<file path="config.mk">
export PLATFORM = sky130hd
export DESIGN_NAME = fba_ctrl
export DESIGN_NICKNAME = d
export VERILOG_FILES = /design/src/rtl/fba_pkg.sv /design/src/rtl/fba_ctrl.sv
export SDC_FILE = /design/constraint.sdc
export NUM_CORES = 1
export LEC_CHECK = 0
export BUFFER_PORTS_ARGS = -buffer_cell sky130_fd_sc_hd__buf_4
export CAP_MARGIN = 10
export CORE_AREA = 2 2 39 41
export DETAILED_ROUTE_END_ITERATION = 6
export DIE_AREA = 0 0 41 43
export MAX_ROUTING_LAYER = met4
export PLACE_DENSITY = 0.35
export SETUP_SLACK_MARGIN = 0.5
export SLEW_MARGIN = 20
export SYNTH_ARGS = -nofsm -noshare
export SYNTH_HDL_FRONTEND = slang
export SYNTH_SLANG_ARGS = --single-unit
</file>
<file path="constraint.sdc">
create_clock -name clk -period 1.5 [get_ports clk]
set_clock_uncertainty 0.15 [all_clocks]
set_input_delay 0.3 -clock clk [delete_from_list [all_inputs] [get_ports clk]]
set_output_delay 0.3 -clock clk [all_outputs]
set_load 0.05 [all_outputs]
</file>
<file path="src/rtl/fba_pkg.sv">
// Shared constants, types and control bundles of the frame bitmap allocator
`timescale 1ns / 1ps
`default_nettype none
package fba_pkg;

  // store geometry
  localparam int FRAME_COUNT = 131072;
  localparam int MAP_WORDS   = 4096;
  localparam int WORD_BITS   = 32;
  localparam int BIT_W       = 5;
  localparam int MAP_AW      = (MAP_WORDS > 1) ? $clog2(MAP_WORDS) : 1;
  localparam int CAND_W      = MAP_AW + BIT_W;

  // field widths
  localparam int OPC_W    = 2;
  localparam int FRAME_W  = 20;
  localparam int SHIFT_W  = 5;
  localparam int STATUS_W = 2;
  localparam int GRANT_W  = 17;

  // width used for range compares against the sizing constants
  localparam int CMP_W = 21;

  // words that can hold an in-range frame
  localparam int SCAN_WORDS_RAW = (FRAME_COUNT + WORD_BITS - 1) / WORD_BITS;
  localparam int SCAN_WORDS     = (SCAN_WORDS_RAW < MAP_WORDS) ? SCAN_WORDS_RAW : MAP_WORDS;
  localparam logic [MAP_AW-1:0] SCAN_LAST  = MAP_AW'(SCAN_WORDS - 1);
  localparam logic [MAP_AW-1:0] CLEAR_LAST = MAP_AW'(MAP_WORDS - 1);

  // words below FULL_WORDS are wholly in range, the next one holds the tail
  localparam int FULL_WORDS = FRAME_COUNT / WORD_BITS;
  localparam int TAIL_BITS  = FRAME_COUNT % WORD_BITS;
  localparam logic [WORD_BITS-1:0] TAIL_MASK = WORD_BITS'((64'd1 << TAIL_BITS) - 64'd1);

  // word 0 after reset: frame 0 is used
  localparam logic [WORD_BITS-1:0] WORD0_INIT = WORD_BITS'(1);

  typedef enum logic [OPC_W-1:0] {
    OP_QUERY = 2'd0,
    OP_MARK  = 2'd1,
    OP_FREE  = 2'd2,
    OP_ALLOC = 2'd3
  } opcode_t;

  typedef enum logic [STATUS_W-1:0] {
    ST_OK    = 2'd0,
    ST_RANGE = 2'd1,
    ST_NOMEM = 2'd2
  } status_t;

  // controller to datapath
  typedef struct packed {
    logic clear_step;
    logic accept;
    logic finish_single;
    logic scan_next;
    logic finish_scan;
  } fba_cmd_t;

  // datapath to controller
  typedef struct packed {
    logic clear_last;
    logic in_alloc;
    logic found;
    logic scan_last;
  } fba_sts_t;

endpackage
`default_nettype wire

</file>
<file path="src/rtl/fba_ctrl.sv">
// Sequencing state machine of the frame bitmap allocator
`timescale 1ns / 1ps
`default_nettype none
module fba_ctrl import fba_pkg::*; (
  input  logic     clk,
  input  logic     rst,
  input  logic     in_valid,
  output logic     in_ready,
  output logic     out_valid,
  input  logic     out_ready,
  input  fba_sts_t sts,
  output fba_cmd_t cmd
);

  typedef enum logic [1:0] {
    S_CLEAR,
    S_IDLE,
    S_EXEC,
    S_SCAN
  } state_t;

  state_t state, state_next;
  logic   slot_free;
  logic   load;

  // result register can take a new item
  assign slot_free = !out_valid || out_ready;
  assign in_ready  = (state == S_IDLE);
  assign load      = cmd.finish_single || cmd.finish_scan;

  // next state and commands
  always_comb begin
    state_next = state;
    cmd        = '0;
    case (state)
      S_CLEAR: begin
        cmd.clear_step = 1'b1;
        if (sts.clear_last) begin
          state_next = S_IDLE;
        end
      end
      S_IDLE: begin
        if (in_valid) begin
          cmd.accept = 1'b1;
          state_next = sts.in_alloc ? S_SCAN : S_EXEC;
        end
      end
      S_EXEC: begin
        if (slot_free) begin
          cmd.finish_single = 1'b1;
          state_next        = S_IDLE;
        end
      end
      S_SCAN: begin
        if (sts.found || sts.scan_last) begin
          if (slot_free) begin
            cmd.finish_scan = 1'b1;
            state_next      = S_IDLE;
          end
        end else begin
          cmd.scan_next = 1'b1;
        end
      end
      default: begin
        state_next = S_IDLE;
      end
    endcase
  end

  // state and result valid flag
  always_ff @(posedge clk) begin
    if (rst) begin
      state     <= S_CLEAR;
      out_valid <= 1'b0;
    end else begin
      state <= state_next;
      if (load) begin
        out_valid <= 1'b1;
      end else if (out_ready) begin
        out_valid <= 1'b0;
      end
    end
  end

endmodule
`default_nettype wire

</file>
# == After elaboration in Yosys (flattened, before gate mapping) ==
# Cells that the tools add are included.
# Widths: inputs -> output; s select.
# word_totals
reg_bits,3
latchBits,0
mem_count,0
output_inout_bits,7
ramBits,0
wordCells,31
romBits,0
# op_classes
magnitude_cmp,0
shifts,0
div_mod_pow,0
n_bitwise,0
multipliers,0
mux,16
n_addsub,0
reduce_logical,7
eq_ne,6
# op_table
op,n
$mux 1,10
$mux 2,5
$pmux 2 s4,1
$ne 2x2->1 const B,3
$eq 2x2->1 const B,2
$logic_or 1x1->1,3
$reduce_and 3->1,1
$eq 2x1->1 const B,1
$logic_not 2->1,1
$reduce_bool 2->1,1
$logic_not 1->1,1

# == Longest topological paths before layout ==
# depth
depth_word,7
mapped_depth,3
ltp_nobuf,2

# == Worst setup path after synthesis ==
# Ideal clock, no wire load.
# synth_timing
path_type,register to output
start,register out_valid
end,output port cmd[2] (netlist bit)
path_slack_ns,-0.796
path_stages_with_launch,3
t_arrival_ns,1.846
path_buffers,0
cell_sequence,dfxtp_1 -> nor2b_1 -> nor3b_1
# synth_lines
item,line_no,text
from (decl),fba_ctrl.sv:9,"output logic out_valid,"
from (signal assigned),fba_ctrl.sv:74,out_valid <= 1'b0;
from (signal assigned),fba_ctrl.sv:78,out_valid <= 1'b1;
from (signal assigned),fba_ctrl.sv:80,out_valid <= 1'b0;
to (decl),fba_ctrl.sv:12,output fba_cmd_t cmd

==> impl_metrics.prom <==
# TYPE chip_impl_metric gauge
chip_impl_metric{name="clk_latency",unit="ns"} 0.23
chip_impl_info{name="cts_root_buf",value="clkbuf_4"} 1
chip_impl_metric{name="placement.io_buffers",unit=""} 14
chip_impl_metric{name="fin_ws",unit="ns"} -0.0430
chip_impl_metric{name="initial_antenna_violation_count",unit=""} 0
chip_impl_metric{name="grt-ovfl-total",unit=""} 0
chip_impl_metric{name="swShare",unit="%"} 34.1
chip_impl_metric{name="ctsHtreeMaxLevel",unit=""} 1
chip_impl_info{name="ys_top_cells_by_count",value="3 x dfxtp_1, 3 x nor2b_1, 3 x nor3_1"} 1
chip_impl_metric{name="hold_slack",unit="ns"} 0.0960
chip_impl_metric{name="cp_max_fo",unit=""} 5
chip_impl_metric{name="layout.cell_area.non_filler",unit="sq um"} 494
chip_impl_metric{name="tritoncts_num_sinks",unit=""} 3
chip_impl_metric{name="area_growth_syn_to_layout",unit="%"} 152
chip_impl_metric{name="detail-route-antenna-nets",unit=""} 0
chip_impl_metric{name="route.detailed.wl_per_inst",unit="um"} 11.4
chip_impl_metric{name="synth-async-reset-ratio",unit="%"} 0
chip_impl_metric{name="synthesis.area",unit="sq um"} 196
chip_impl_info{name="timing.critical_path.cells",value="buf_6 -> nor2b_4 -> and2_4 -> buf_8"} 1
chip_impl_metric{name="critPathMaxStageDelay",unit="ns"} 0.35
chip_impl_metric{name="timing.max_cap.violations",unit=""} 0
chip_impl_info{name="critPathCaptureType",value="output pin"} 1
chip_impl_info{name="synth_area_leaders",value="dfxtp_1 31%, nor2b_1 9.6%, nor3_1 7.6%"} 1
chip_impl_metric{name="cts-buffers-inserted",unit=""} 3
chip_impl_metric{name="floorplan.rows",unit=""} 14
chip_impl_metric{name="final_max_slew_violation_count",unit=""} 0
chip_impl_metric{name="synthesis.nets",unit=""} 32
chip_impl_metric{name="synth_mux_area_share",unit="%"} 0
chip_impl_metric{name="track_usage",unit="%"} 8.73
chip_impl_metric{name="place_worst_setup_slack",unit="ns"} 0.109
chip_impl_metric{name="core_area",unit="sq mm"} 0.00138
chip_impl_metric{name="synth_sequential_area_ratio",unit="%"} 30.6
chip_impl_metric{name="setup-violations-final",unit=""} 3
chip_impl_metric{name="num-fill-cells",unit=""} 144
chip_impl_metric{name="comb_power_share",unit="%"} 40.5
chip_impl_metric{name="post-route-drc-count",unit=""} 0
chip_impl_metric{name="floorplan.die_area",unit="sq mm"} 0.00176
chip_impl_metric{name="dr_total_vias",unit=""} 255
chip_impl_metric{name="timing.slew.headroom",unit="%"} 86.0
chip_impl_metric{name="clk_transition_reported_paths",unit="ns"} 0.04
chip_impl_metric{name="yosys_warnings",unit=""} 0
chip_impl_metric{name="cp_data_required_time",unit="ns"} 1.05
chip_impl_metric{name="synth.ff_latch_count",unit=""} 3
chip_impl_metric{name="final.min_clock_period",unit="ns"} 1.54
chip_impl_metric{name="grt_first_pass_wirelength",unit="um"} 1010
chip_impl_info{name="failing_checks",value="negative setup slack"} 1
chip_impl_metric{name="syn_inst",unit=""} 24
chip_impl_metric{name="power.share.sequential",unit="%"} 24.1
chip_impl_metric{name="total_switching_power",unit="W"} 0.000136
chip_impl_metric{name="number_of_enable_flip_flop_cells_after_synthesis",unit=""} 0
chip_impl_metric{name="power_report.internal_total",unit="W"} 0.000263
chip_impl_info{name="timing.setup.critical_path_class",value="flip-flop to output pin"} 1
chip_impl_metric{name="antennaDiodeCount",unit=""} 0
chip_impl_metric{name="pin_count",unit=""} 15
chip_impl_metric{name="multiInputGateArea",unit="sq um"} 196
chip_impl_metric{name="ir_worst_vdd",unit="uV"} 326
chip_impl_metric{name="min_period_over_period",unit="%"} 103
chip_impl_metric{name="seqCellArea",unit="sq um"} 71.3
chip_impl_info{name="outcome",value="finished, violations left"} 1
chip_impl_metric{name="vias_per_cell",unit=""} 4.18
chip_impl_metric{name="setup_tns",unit="ns"} -0.0726
chip_impl_info{name="min-delay-path-class",value="primary input to flip-flop"} 1
chip_impl_metric{name="grt_start_max_net_pins",unit=""} 7
chip_impl_metric{name="synth_adder_area_share",unit="%"} 0
chip_impl_metric{name="routabilityCongestion",unit=""} 0.623
chip_impl_info{name="cts_tree",value="built"} 1
chip_impl_info{name="combinational_family_with_the_most_area_after_synthesis",value="simple AND/OR/NAND/NOR gates"} 1
chip_impl_metric{name="synth_cell_type_count",unit=""} 17
chip_impl_metric{name="dp_hpwl",unit="um"} 465
chip_impl_metric{name="tightest_slew",unit="ns"} 0.208
chip_impl_metric{name="detail_route.first_pass.iterations",unit=""} 2
chip_impl_metric{name="synth_compound_area_share",unit="%"} 11.5
chip_impl_metric{name="finalNetCount",unit=""} 54
chip_impl_metric{name="initial_utilization",unit="%"} 14.2
chip_impl_metric{name="p_leak",unit="nW"} 0.200
chip_impl_metric{name="clockBufferDepth",unit=""} 2
chip_impl_metric{name="first_global_vias",unit=""} 243
chip_impl_metric{name="total_power",unit="W"} 0.000399
chip_impl_metric{name="dpl_cell_area",unit="sq um"} 379
chip_impl_info{name="synth.largest_area_cell",value="dfxtp_1"} 1
chip_impl_metric{name="achievable-frequency",unit="MHz"} 648
chip_impl_metric{name="yosys.area_share.simple",unit="%"} 52.2
chip_impl_metric{name="cellPowerDensity",unit="mW/mm^2"} 807
chip_impl_metric{name="finalHoldViolCount",unit=""} 0
chip_impl_info{name="critPathLaunchType",value="flip-flop"} 1
chip_impl_metric{name="synthDominantCellAreaShare",unit="%"} 30.6
chip_impl_metric{name="synthXorXnorAreaFrac",unit="%"} 0
chip_impl_metric{name="cp_data_arrival_time",unit="ns"} 1.09
chip_impl_metric{name="wirelength",unit="um"} 694
chip_impl_metric{name="synthesized_area_per_cell",unit="sq um"} 8.18
chip_impl_metric{name="drive_gt1_share",unit="%"} 77.8
chip_impl_info{name="critPathSlowestCell",value="dfxtp_4"} 1
chip_impl_info{name="top_ff_cell_synth",value="dfxtp_1"} 1
chip_impl_metric{name="drt_iter0_drc",unit=""} 4
chip_impl_metric{name="power.share.clock",unit="%"} 35.4
chip_impl_info{name="rsz0062_at_grt",value="true"} 1
chip_impl_metric{name="die_w",unit="um"} 41
chip_impl_metric{name="chipHeight",unit="um"} 43
==> path summary, 6_finish.rpt <==
path | startpoint | end | slack, ns | cells past startpoint
setup / recovery | state[1] | cmd[3] | -0.04 | 4
hold / removal | rst | state[1] | 0.1 | 2
setup reg to reg | state[0] | state[1] | 0.26 | 2
hold reg to reg | state[1] | state[1] | 0.35 | 1
==> state kept, by name, indices dropped and copies added (netlist names) <==
register   cells
state          2
out_valid      1
==> per-stage QoR <==
| step | instances | utilization [%] |
|---|---|---|
| after global routing | 61 | 35.7 |
| after floorplan | 24 | - |
| after CTS | 59 | 33.4 |
| after global placement | 53 | 27.4 |
| final | 61 | 35.7 |
| after detailed placement | 53 | 27.4 |
==> cells by family (layout without fill, tap and decap cells) <==
group	after synthesis	count (layout)
flops	3	3
compound gates	3	3
simple gates	16	16
buf+inv	2	23
==> final cells by class <==
cell class                      count  area share [%]
Tap cell                           16            4.05
Clock buffer                        4            5.32
Timing Repair Buffer               19            36.5
Multi-Input combinational cell     19            39.7
Sequential cell                     3            14.4
==> routing by layer <==
metal	track usage, %	vias to the layer above	wire, um
li1	-	132	-
met1	13.1	115	311
met2	10.0	8	357
met3	4.71	0	25
met4	2.00	0	0
met5	-	-	0
==> power groups by stage <==
stage	logic [W]	registers (W)	clock network [W]
3_3_place_gp	0.000129	0.000100	0
3_5_place_dp	0.000128	0.000100	0
2_1_floorplan	0.0000946	0.0000963	0
5_1_grt	0.000171	0.0000979	0.000164
4_1_cts	0.000151	0.0000972	0.000150
6_report	0.000162	0.0000962	0.000141
==> layout by cell type, fill, tap and decap left out <==
cell	count
and2_4	1
a311oi_1	1
buf_4	11
nor3b_4	1
buf_6	6
and4bb_2	1
clkbuf_4	3
o2bb2ai_1	1
or3b_1	1
nor2_1	1
nor2b_1	1
nor3_1	1
clkbuf_1	1
nand2_2	1
nor2b_4	2
nor4_1	1
a21oi_1	1
nand2b_1	1
buf_8	2
dfxtp_4	3
nor2_2	1
nor3_4	2
nor4bb_4	1
==> what timing repair did <==
action | in CTS | in global routing
hold buffers | 0 | 0
pin swaps | 2 | 3
setup endpoints to repair | 10 | 10
buffers inserted | 2 | 2
resized for setup | 12 | 3
==> critical path: cells and delay by family (launching register included) <==
| family | cells | cell delay (ns) |
|---|---|---|
| buf+inv | 2 | 0.26 |
| flops | 1 | 0.35 |
| simple gates | 2 | 0.24 |
Note: power is estimated with default switching activity, not from simulation.
